$ cat config.mk
export PLATFORM = sky130hd
export DESIGN_NAME = glyph_coverage_blend_top
export DESIGN_NICKNAME = d
export VERILOG_FILES = /design/src/hw/rtl/gcb_pkg.sv /design/src/hw/rtl/gcb_fifo.sv /design/src/hw/rtl/gcb_front.sv /design/src/hw/rtl/gcb_back.sv /design/src/hw/rtl/glyph_coverage_blend_top.sv
export SDC_FILE = /design/constraint.sdc
export NUM_CORES = 2
export LEC_CHECK = 0
export BUFFER_PORTS_ARGS = -buffer_cell sky130_fd_sc_hd__buf_4
export CAP_MARGIN = 20
export CORE_AREA = 2 2 348 350
export DETAILED_ROUTE_END_ITERATION = 7
export DIE_AREA = 0 0 350 352
export PLACE_DENSITY = 0.66
export RECOVER_POWER = 100
export SLEW_MARGIN = 0
export SYNTH_ARGS = -nofsm -noshare
export SYNTH_HDL_FRONTEND = slang
export SYNTH_HIERARCHICAL = 1
export SYNTH_SLANG_ARGS = --single-unit
export TNS_END_PERCENT = 10
$ cat constraint.sdc
create_clock -name clk -period 40.5 [get_ports clk]
set_input_delay 2.025 -clock clk [delete_from_list [all_inputs] [get_ports clk]]
set_output_delay 2.025 -clock clk [all_outputs]
set_load 0.02 [all_outputs]
$ cat src/hw/rtl/gcb_pkg.sv
// shared types, register codes and the divide-by-255 helper of the glyph blender
package gcb_pkg;

	localparam int MID_DEPTH = 4;
	localparam int OUT_DEPTH = 4;

	typedef enum logic [2:0] {
		REG_FG_COLOR    = 3'd0,
		REG_X_OFFSET    = 3'd1,
		REG_Y_OFFSET    = 3'd2,
		REG_GLYPH_COLS  = 3'd3,
		REG_GLYPH_ROWS  = 3'd4,
		REG_CLIP_WIDTH  = 3'd5,
		REG_CLIP_HEIGHT = 3'd6,
		REG_LINE_SIZE   = 3'd7
	} cfg_reg_e;

	typedef struct packed {
		logic [31:0]        fg_color;
		logic signed [12:0] x_offset;
		logic signed [12:0] y_offset;
		logic [8:0]         glyph_cols;
		logic [8:0]         glyph_rows;
		logic [12:0]        clip_width;
		logic [12:0]        clip_height;
		logic [12:0]        line_size;
	} cfg_t;

	typedef struct packed {
		logic [7:0]  coverage;
		logic [31:0] dest_pixel;
	} in_item_t;

	typedef struct packed {
		logic        write_enable;
		logic [23:0] pixel_index;
		logic [31:0] blended_pixel;
		logic        glyph_done;
	} out_item_t;

	// classified pixel handed from the front to the back
	typedef struct packed {
		logic [7:0]  coverage;
		logic [31:0] dest_pixel;
		logic        visible;
		logic [12:0] col;
		logic [12:0] row;
		logic        done;
	} task_t;

	// exact x/255 for x up to 255*255
	function automatic logic [7:0] div255(input logic [15:0] x);
		logic [16:0] t;
		t = 17'(x) + 17'(x[15:8]) + 17'd1;
		return t[15:8];
	endfunction

endpackage

$ cat src/hw/rtl/gcb_fifo.sv
// small register queue used between the stages and at the result side
module gcb_fifo #(
	parameter int W     = 8,
	parameter int DEPTH = 4
) (
	input  logic                       clk,
	input  logic                       arst_n,
	input  logic                       wr_en,
	input  logic [W-1:0]               wr_data,
	output logic                       full,
	input  logic                       rd_en,
	output logic [W-1:0]               rd_data,
	output logic                       empty,
	output logic [$clog2(DEPTH):0]     count
);

	localparam int AW = $clog2(DEPTH);

	logic [W-1:0]  mem_q [DEPTH];
	logic [AW-1:0] wr_ptr_q;
	logic [AW-1:0] rd_ptr_q;
	logic [AW:0]   count_q;
	logic          do_wr;
	logic          do_rd;

	assign full    = (count_q == (AW+1)'(DEPTH));
	assign empty   = (count_q == '0);
	assign count   = count_q;
	assign do_wr   = wr_en && !full;
	assign do_rd   = rd_en && !empty;
	assign rd_data = mem_q[rd_ptr_q];

	always_ff @(posedge clk) begin
		if (do_wr) begin
			mem_q[wr_ptr_q] <= wr_data;
		end
	end

	always_ff @(posedge clk or negedge arst_n) begin
		if (!arst_n) begin
			wr_ptr_q <= '0;
			rd_ptr_q <= '0;
			count_q  <= '0;
		end else begin
			if (do_wr) begin
				wr_ptr_q <= AW'(wr_ptr_q + 1'b1);
			end
			if (do_rd) begin
				rd_ptr_q <= AW'(rd_ptr_q + 1'b1);
			end
			if (do_wr && !do_rd) begin
				count_q <= (AW+1)'(count_q + 1'b1);
			end else if (do_rd && !do_wr) begin
				count_q <= (AW+1)'(count_q - 1'b1);
			end
		end
	end

endmodule

$ cat src/hw/rtl/gcb_front.sv
// raster position counters, clip test and glyph-end detection
module gcb_front #(
	parameter int MAX_GLYPH_SIZE   = 256,
	parameter int MAX_SURFACE_SIZE = 4096
) (
	input  logic              clk,
	input  logic              arst_n,
	input  gcb_pkg::cfg_t     cfg,
	input  logic              push,
	input  gcb_pkg::in_item_t item,
	input  logic              q_full,
	output logic              q_wr,
	output gcb_pkg::task_t    q_data
);

	localparam int CW = $clog2(MAX_GLYPH_SIZE);
	localparam int LW = ((CW + 1 > 9) ? CW + 1 : 9) + 1;
	localparam int PW = ((CW > 12) ? CW : 12) + 2;
	localparam logic [LW-1:0] GMAX = LW'(MAX_GLYPH_SIZE);
	localparam logic [PW-1:0] SMAX = PW'(MAX_SURFACE_SIZE);

	logic [CW-1:0]        col_q;
	logic [CW-1:0]        row_q;
	logic [LW-1:0]        cols_eff;
	logic [LW-1:0]        rows_eff;
	logic [LW-1:0]        cols_raw;
	logic [LW-1:0]        rows_raw;
	logic [PW-1:0]        clipw_raw;
	logic [PW-1:0]        cliph_raw;
	logic [PW-1:0]        clipw;
	logic [PW-1:0]        cliph;
	logic signed [PW-1:0] sx;
	logic signed [PW-1:0] sy;
	logic                 last_col;
	logic                 last_row;
	logic                 visible;

	always_comb begin
		cols_raw  = LW'(cfg.glyph_cols);
		rows_raw  = LW'(cfg.glyph_rows);
		// zero size acts as one, oversize clamps
		cols_eff  = (cols_raw == '0) ? LW'(1) : ((cols_raw > GMAX) ? GMAX : cols_raw);
		rows_eff  = (rows_raw == '0) ? LW'(1) : ((rows_raw > GMAX) ? GMAX : rows_raw);
		last_col  = (LW'(col_q) + LW'(1)) >= cols_eff;
		last_row  = (LW'(row_q) + LW'(1)) >= rows_eff;
		clipw_raw = PW'(cfg.clip_width);
		cliph_raw = PW'(cfg.clip_height);
		clipw     = (clipw_raw > SMAX) ? SMAX : clipw_raw;
		cliph     = (cliph_raw > SMAX) ? SMAX : cliph_raw;
		sx        = PW'(cfg.x_offset) + $signed(PW'(col_q));
		sy        = PW'(cfg.y_offset) + $signed(PW'(row_q));
		visible   = !sx[PW-1] && !sy[PW-1] &&
		            ($unsigned(sx) < clipw) && ($unsigned(sy) < cliph);
	end

	assign q_wr              = push && !q_full;
	assign q_data.coverage   = item.coverage;
	assign q_data.dest_pixel = item.dest_pixel;
	assign q_data.visible    = visible;
	assign q_data.col        = sx[12:0];
	assign q_data.row        = sy[12:0];
	assign q_data.done       = last_col && last_row;

	always_ff @(posedge clk or negedge arst_n) begin
		if (!arst_n) begin
			col_q <= '0;
			row_q <= '0;
		end else if (q_wr) begin
			if (last_col) begin
				col_q <= '0;
				row_q <= last_row ? '0 : CW'(row_q + 1'b1);
			end else begin
				col_q <= CW'(col_q + 1'b1);
			end
		end
	end

endmodule

$ cat src/hw/rtl/gcb_back.sv
// blend and index datapath: products in one stage, divide and sum into the result queue
module gcb_back #(
	parameter int OUT_DEPTH = 4
) (
	input  logic                       clk,
	input  logic                       arst_n,
	input  gcb_pkg::cfg_t              cfg,
	input  logic                       q_empty,
	input  gcb_pkg::task_t             q_data,
	output logic                       q_rd,
	input  logic [$clog2(OUT_DEPTH):0] out_count,
	output logic                       out_wr,
	output gcb_pkg::out_item_t         out_data
);

	localparam int CNTW = $clog2(OUT_DEPTH) + 2;

	logic [15:0] p_fg_s1  [4];
	logic [15:0] p_dst_s1 [4];
	logic [25:0] idx_prod_s1;
	logic [12:0] col_s1;
	logic [31:0] dst_s1;
	logic        inside_s1;
	logic        done_s1;
	logic        v_s1;
	logic [7:0]  inv_cov;
	logic [31:0] blend;
	logic [25:0] idx_sum;
	logic [8:0]  ch_sum [4];

	// reserve a result slot for the word already in the stage
	assign q_rd    = !q_empty &&
	                 ((CNTW'(out_count) + CNTW'(v_s1)) < CNTW'(OUT_DEPTH));
	assign inv_cov = 8'd255 - q_data.coverage;

	always_ff @(posedge clk) begin
		if (q_rd) begin
			for (int c = 0; c < 4; c++) begin
				p_fg_s1[c]  <= 16'(cfg.fg_color[8*c +: 8]) * 16'(q_data.coverage);
				p_dst_s1[c] <= 16'(q_data.dest_pixel[8*c +: 8]) * 16'(inv_cov);
			end
			idx_prod_s1 <= 26'(q_data.row) * 26'(cfg.line_size);
			col_s1      <= q_data.col;
			dst_s1      <= q_data.dest_pixel;
			inside_s1   <= q_data.visible;
			done_s1     <= q_data.done;
		end
	end

	always_ff @(posedge clk or negedge arst_n) begin
		if (!arst_n) begin
			v_s1 <= 1'b0;
		end else begin
			v_s1 <= q_rd;
		end
	end

	always_comb begin
		for (int c = 0; c < 4; c++) begin
			ch_sum[c]       = {1'b0, gcb_pkg::div255(p_fg_s1[c])} +
			                  {1'b0, gcb_pkg::div255(p_dst_s1[c])};
			blend[8*c +: 8] = ch_sum[c][7:0];
		end
		idx_sum = idx_prod_s1 + 26'(col_s1);
	end

	assign out_wr                 = v_s1;
	assign out_data.write_enable  = inside_s1;
	assign out_data.pixel_index   = inside_s1 ? idx_sum[23:0] : '0;
	assign out_data.blended_pixel = inside_s1 ? blend : dst_s1;
	assign out_data.glyph_done    = done_s1;

endmodule

$ cat src/hw/rtl/glyph_coverage_blend_top.sv
// glyph coverage blender top level: config registers, front, queues and back
//
//  channel   direction  handshake            payload
//  item      in         push / full          in_item_t (coverage, dest_pixel)
//  result    out        empty / pop          out_item_t (write_enable .. glyph_done)
//  config    in         cfg_we               cfg_index, cfg_data
//
// one pixel per clock sustained while results are popped; a taken pixel goes from the
// front into the classify queue, through one multiply stage, into the result queue
// reset clears the raster counters and both queues and loads the register defaults
// full rises when the four-entry classify queue fills; the back holds off once the
// four-entry result queue plus the word in its multiply stage would overflow
module glyph_coverage_blend_top #(
	parameter int MAX_GLYPH_SIZE   = 256,
	parameter int MAX_SURFACE_SIZE = 4096
) (
	input  logic               clk,
	input  logic               arst_n,
	input  logic               push,
	output logic               full,
	input  gcb_pkg::in_item_t  item,
	output logic               empty,
	input  logic               pop,
	output gcb_pkg::out_item_t result,
	input  logic               cfg_we,
	input  logic [2:0]         cfg_index,
	input  logic [31:0]        cfg_data
);

	localparam int MAW = $clog2(gcb_pkg::MID_DEPTH);
	localparam int OAW = $clog2(gcb_pkg::OUT_DEPTH);

	gcb_pkg::cfg_t      cfg_q;
	gcb_pkg::task_t     front_task;
	gcb_pkg::task_t     mid_head;
	gcb_pkg::out_item_t back_word;
	logic               mid_wr;
	logic               mid_full;
	logic               mid_rd;
	logic               mid_empty;
	logic [MAW:0]       mid_count;
	logic               out_wr;
	logic               out_full;
	logic [OAW:0]       out_count;

	always_ff @(posedge clk or negedge arst_n) begin
		if (!arst_n) begin
			cfg_q.fg_color    <= 32'hffff_ffff;
			cfg_q.x_offset    <= '0;
			cfg_q.y_offset    <= '0;
			cfg_q.glyph_cols  <= 9'd1;
			cfg_q.glyph_rows  <= 9'd1;
			cfg_q.clip_width  <= 13'd480;
			cfg_q.clip_height <= 13'd272;
			cfg_q.line_size   <= 13'd512;
		end else if (cfg_we) begin
			unique case (gcb_pkg::cfg_reg_e'(cfg_index))
				gcb_pkg::REG_FG_COLOR:    cfg_q.fg_color    <= cfg_data;
				gcb_pkg::REG_X_OFFSET:    cfg_q.x_offset    <= $signed(cfg_data[12:0]);
				gcb_pkg::REG_Y_OFFSET:    cfg_q.y_offset    <= $signed(cfg_data[12:0]);
				gcb_pkg::REG_GLYPH_COLS:  cfg_q.glyph_cols  <= cfg_data[8:0];
				gcb_pkg::REG_GLYPH_ROWS:  cfg_q.glyph_rows  <= cfg_data[8:0];
				gcb_pkg::REG_CLIP_WIDTH:  cfg_q.clip_width  <= cfg_data[12:0];
				gcb_pkg::REG_CLIP_HEIGHT: cfg_q.clip_height <= cfg_data[12:0];
				gcb_pkg::REG_LINE_SIZE:   cfg_q.line_size   <= cfg_data[12:0];
			endcase
		end
	end

	assign full = mid_full;

	gcb_front #(
		.MAX_GLYPH_SIZE   (MAX_GLYPH_SIZE),
		.MAX_SURFACE_SIZE (MAX_SURFACE_SIZE)
	) u_front (
		.clk    (clk),
		.arst_n (arst_n),
		.cfg    (cfg_q),
		.push   (push),
		.item   (item),
		.q_full (mid_full),
		.q_wr   (mid_wr),
		.q_data (front_task)
	);

	gcb_fifo #(
		.W     ($bits(gcb_pkg::task_t)),
		.DEPTH (gcb_pkg::MID_DEPTH)
	) u_mid_q (
		.clk     (clk),
		.arst_n  (arst_n),
		.wr_en   (mid_wr),
		.wr_data (front_task),
		.full    (mid_full),
		.rd_en   (mid_rd),
		.rd_data (mid_head),
		.empty   (mid_empty),
		.count   (mid_count)
	);

	gcb_back #(
		.OUT_DEPTH (gcb_pkg::OUT_DEPTH)
	) u_back (
		.clk       (clk),
		.arst_n    (arst_n),
		.cfg       (cfg_q),
		.q_empty   (mid_empty),
		.q_data    (mid_head),
		.q_rd      (mid_rd),
		.out_count (out_count),
		.out_wr    (out_wr),
		.out_data  (back_word)
	);

	gcb_fifo #(
		.W     ($bits(gcb_pkg::out_item_t)),
		.DEPTH (gcb_pkg::OUT_DEPTH)
	) u_out_q (
		.clk     (clk),
		.arst_n  (arst_n),
		.wr_en   (out_wr),
		.wr_data (back_word),
		.full    (out_full),
		.rd_en   (pop),
		.rd_data (result),
		.empty   (empty),
		.count   (out_count)
	);

	// the back's slot reservation must keep the result queue from overflowing
	a_no_out_overflow: assert property (@(posedge clk) disable iff (!arst_n)
		out_wr |-> !out_full)
		else $error("result word dropped on full queue");

	a_mid_bound: assert property (@(posedge clk) disable iff (!arst_n)
		mid_count <= (MAW+1)'(gcb_pkg::MID_DEPTH))
		else $error("classify queue count out of range");

	a_taken_word_queued: assert property (@(posedge clk) disable iff (!arst_n)
		(push && !full) |=> (mid_count != '0))
		else $error("accepted word missing from classify queue");

	a_skip_index_zero: assert property (@(posedge clk) disable iff (!arst_n)
		(!empty && !result.write_enable) |-> (result.pixel_index == '0))
		else $error("skipped pixel carries an index");

endmodule

==> impl_results.md <==
* Status: complete, but fails checks
* Failing checks: capacitance limit, slew limit
* Seq/Total Area, Yosys at 41.8%
* CTS tree: yes
* CP dominant cell by count: inv_1
* Count leader, synth: edfxtp_1
* IO Port Bufs at 139
* Worst Hold Class: register to register
* GR peak layer: met2
* Crit path arrival time at 10,980 ps
* Storage cell area at 24,800 um2
* Hold Buf Count CTS at 0
* Crit path capture type: register
* Headroom to the max-slew limit at -250%
* Worst-margin pin slew at 5240 ps
* DR pass1 iterations at 8
* Final hold violation count at 0
* Clock-pin slew on the worst setup and hold paths at 60 ps
* Crit Path Max Fanout at 56
* DRT iter0 DRCs at 2,264
* Area of the multi-input gates at 30,900 um2
* Area share of the largest cell type after synthesis at 35.6%
* Initial antenna violation count at 5
* Die area at 123,000 um2
* Final GP Congestion at 0.838
* Yosys cell types at 82
* Met3 global-route usage at 3.64%
* Yosys top cell by area: edfxtp_1
* Remaining routing DRC violations at 0
* Die X at 350 um
* Delay-heaviest family, CP: buffers and inverters
* Largest net degree at the start of global routing at 94
* Tcrit/Tclk final at 26.2%
* Final setup viols at 0
* Main combinational cell family by area after synthesis: adder cells
* First-pass GRT wire length at 201,000 um
* Mux contribution to synthesized area at 7.83%
* Post-Syn Area at 59,400 um2
* IO Pins at 140
* Post-Synth Adder-Cell Area at 25.0%
* Xor/xnor cell area share of the yosys netlist at 3.78%
* Max incr delay on CP at 2330 ps
* Top_reg_cell synth: edfxtp_1
* Fin crit period at 10,590 ps
* Compound-Gate Fraction of Synth Area at 4.65%
* WL/cell at 19.1 um
* Worst Skew at 56.2 ps
* Final Max Tran Viols at 1,226
* Fmax at 0.0944 GHz
* H-tree levels at 3
* Met1 usage at 30.6%
* Post-CTS setup buffers at 0
* Crit path buf inv count at 5
* Vias in the first global route at 36,400
* Fillcell total at 10,200
* Total CTS buffers at 91
* Post-Synthesis Cells at 4,759
* GRT Residual Overflow at 0
* Slowest-stage cell, CP: clkbuf_1
* Net Count, Synth at 5,773
* Post-CTS sizing at 0
* GRT Util Overall at 20.7%
* Clk Latency, worst-skew pair at 700 ps
* CP startpoint kind: register
* # placed instances at 6,355
* Via/cell ratio at 5.36
* Starting density of the core at 49.8%
* Area contributors post-synth: edfxtp_1 (36%), fa_1 (14%), ha_1 (11%)
* CTS max path bufs at 3
* Fin area at 64,000 um2
* Max Cap Violations at 31
* Met2 Use GR at 32.0%
* Final core occ at 53.6%
* Number of enable flip-flop cells after synthesis at 703
* Clock root buffer: clkbuf_16
* Placed wire-length estimate at 89,500 um
* Total clock sinks at 849
* DR vias at 35,000
* Core ar. at 119,000 um2
* Syn avg cell area at 12.5 um2
* Non-Filler Instances at 6,527
* Fraction of registers with async set/reset at 17.2%
* Unrepaired setup endpoints after global routing: false
* Critical path class: register to register
* Num rows at 127
* Synth top cells by count: edfxtp_1 (703), inv_1 (616), ha_1 (517), fa_1 (417), nand2_1 (297)
* Flops & latches, synth at 849
* Post-DRT Antenna Nets at 0
* Synth-to-Final Area Change at 7.73%
* Fin Setup TNS at 0 ps
* CP Cell Sequence: clkbuf_1 -> mux4_2 -> clkbuf_1 -> nand2_1 -> fa_1 -> inv_1 -> ha_1 -> inv_1 -> fa_1 -> inv_1 -> ha_1 -> nor2b_1 -> o21ai_0 -> a21boi_0 -> o41a_1 -> a41o_1 -> o41ai_1 -> xnor2_1
* WP data required at 40,890 ps
* Synthesis warning total at 6
* Placed Area at 61,500 um2
* Die Ht at 352 um
* Final nets at 5,850
* Synth Area in Simple Gates at 11.1%
* Final WL at 125,000 um
* Ratio of cells with drive above 1 in the final layout at 9.24%
## cell families after synthesis
group	count (synthesis)
buffers and inverters	802
adders and majority gates	934
AOI/OAI and AO/OA	407
muxes	277
and+or+nand+nor	1234
xor gates and xnor gates	256
DFF	849
## layout make-up
type,instances,area share (%)
clock inverters,49,0.939
inverters,618,3.63
repair buffers,168,1.26
multi-input cells,3108,48.4
clock buffers,121,3.85
well taps,1612,3.15
flip-flops and latches,849,38.8
diodes,2,0.00782
## cell usage in the layout (no fill, tap or decap), types with 20 or more instances in the layout
cell type,count
dfrtp_1,104
fa_1,417
or3_1,22
nand2b_1,127
and2_1,223
buf_4,46
and2_0,50
nand3_1,51
xor2_1,66
xnor2_1,190
nand4_1,22
o211ai_1,20
mux2_2,90
clkbuf_1,144
o21ai_0,84
nor2b_1,187
a21o_1,38
mux4_2,126
inv_1,616
mux2_1,53
nand2_1,297
edfxtp_1,703
clkbuf_16,91
dfstp_2,41
and3_1,24
nor2_1,140
a21oi_1,103
o21a_1,37
nor3_1,51
ha_1,517
## registers in the layout (all words and copies together) (netlist names)
name and count:
u_front/col_q 8, u_front/row_q 8, u_mid_q/count 3, u_out_q/rd_ptr_q 2
u_back/out_wr 1, u_mid_q/rd_ptr_q 2, u_out_q/wr_ptr_q 2, u_mid_q/mem_q 272
cfg_q 115, u_back/inside_s1 1, u_back/dst_s1 32, u_back/done_s1 1
u_out_q/count 3, u_back/p_fg_s1 64, u_mid_q/wr_ptr_q 2, u_back/col_s1 13
u_back/idx_prod_s1 24, u_out_q/mem_q 232, u_back/p_dst_s1 64
## per-stage QoR
| step | hold slack [ps] | setup slack [ps] |
|---|---|---|
| after global placement | 472 | 33240 |
| after CTS | 487 | 33130 |
| final | 498 | 29910 |
| after detailed placement | 479 | 33190 |
| after global routing | 523 | 29170 |
| after floorplan | 445 | 21030 |
## metal layers
layer  up-vias  wire length [um]
met5         -                11
met3       156              6900
met2       757             55600
li1      16400                 -
met4         2              2420
met1     17600             59900
## worst paths after layout
check                                                start                              end  slack (ps)  depth (start not counted)
max                        u_mid_q/rd_ptr_q[1]$_DFFE_PN0P_  u_back/p_fg_s1[1][15]$_DFFE_PP_       29910                         18
min                           u_mid_q/count[2]$_DFFE_PN0P_     u_mid_q/count[2]$_DFFE_PN0P_         500                          1
max reg2reg                u_mid_q/rd_ptr_q[1]$_DFFE_PN0P_  u_back/p_fg_s1[1][15]$_DFFE_PP_       29910                         18
min reg2reg                   u_mid_q/count[2]$_DFFE_PN0P_     u_mid_q/count[2]$_DFFE_PN0P_         500                          1
max in group asynchronous                           arst_n  u_out_q/rd_ptr_q[1]$_DFFE_PN0P_       32020                          2
min in group asynchronous                           arst_n            cfg_q[51]$_DFFE_PN0P_        3240                          1
Power is left out: the tool's default activity adds up to more than one toggle a clock period on the data nets, which glitch-free logic cannot reach.
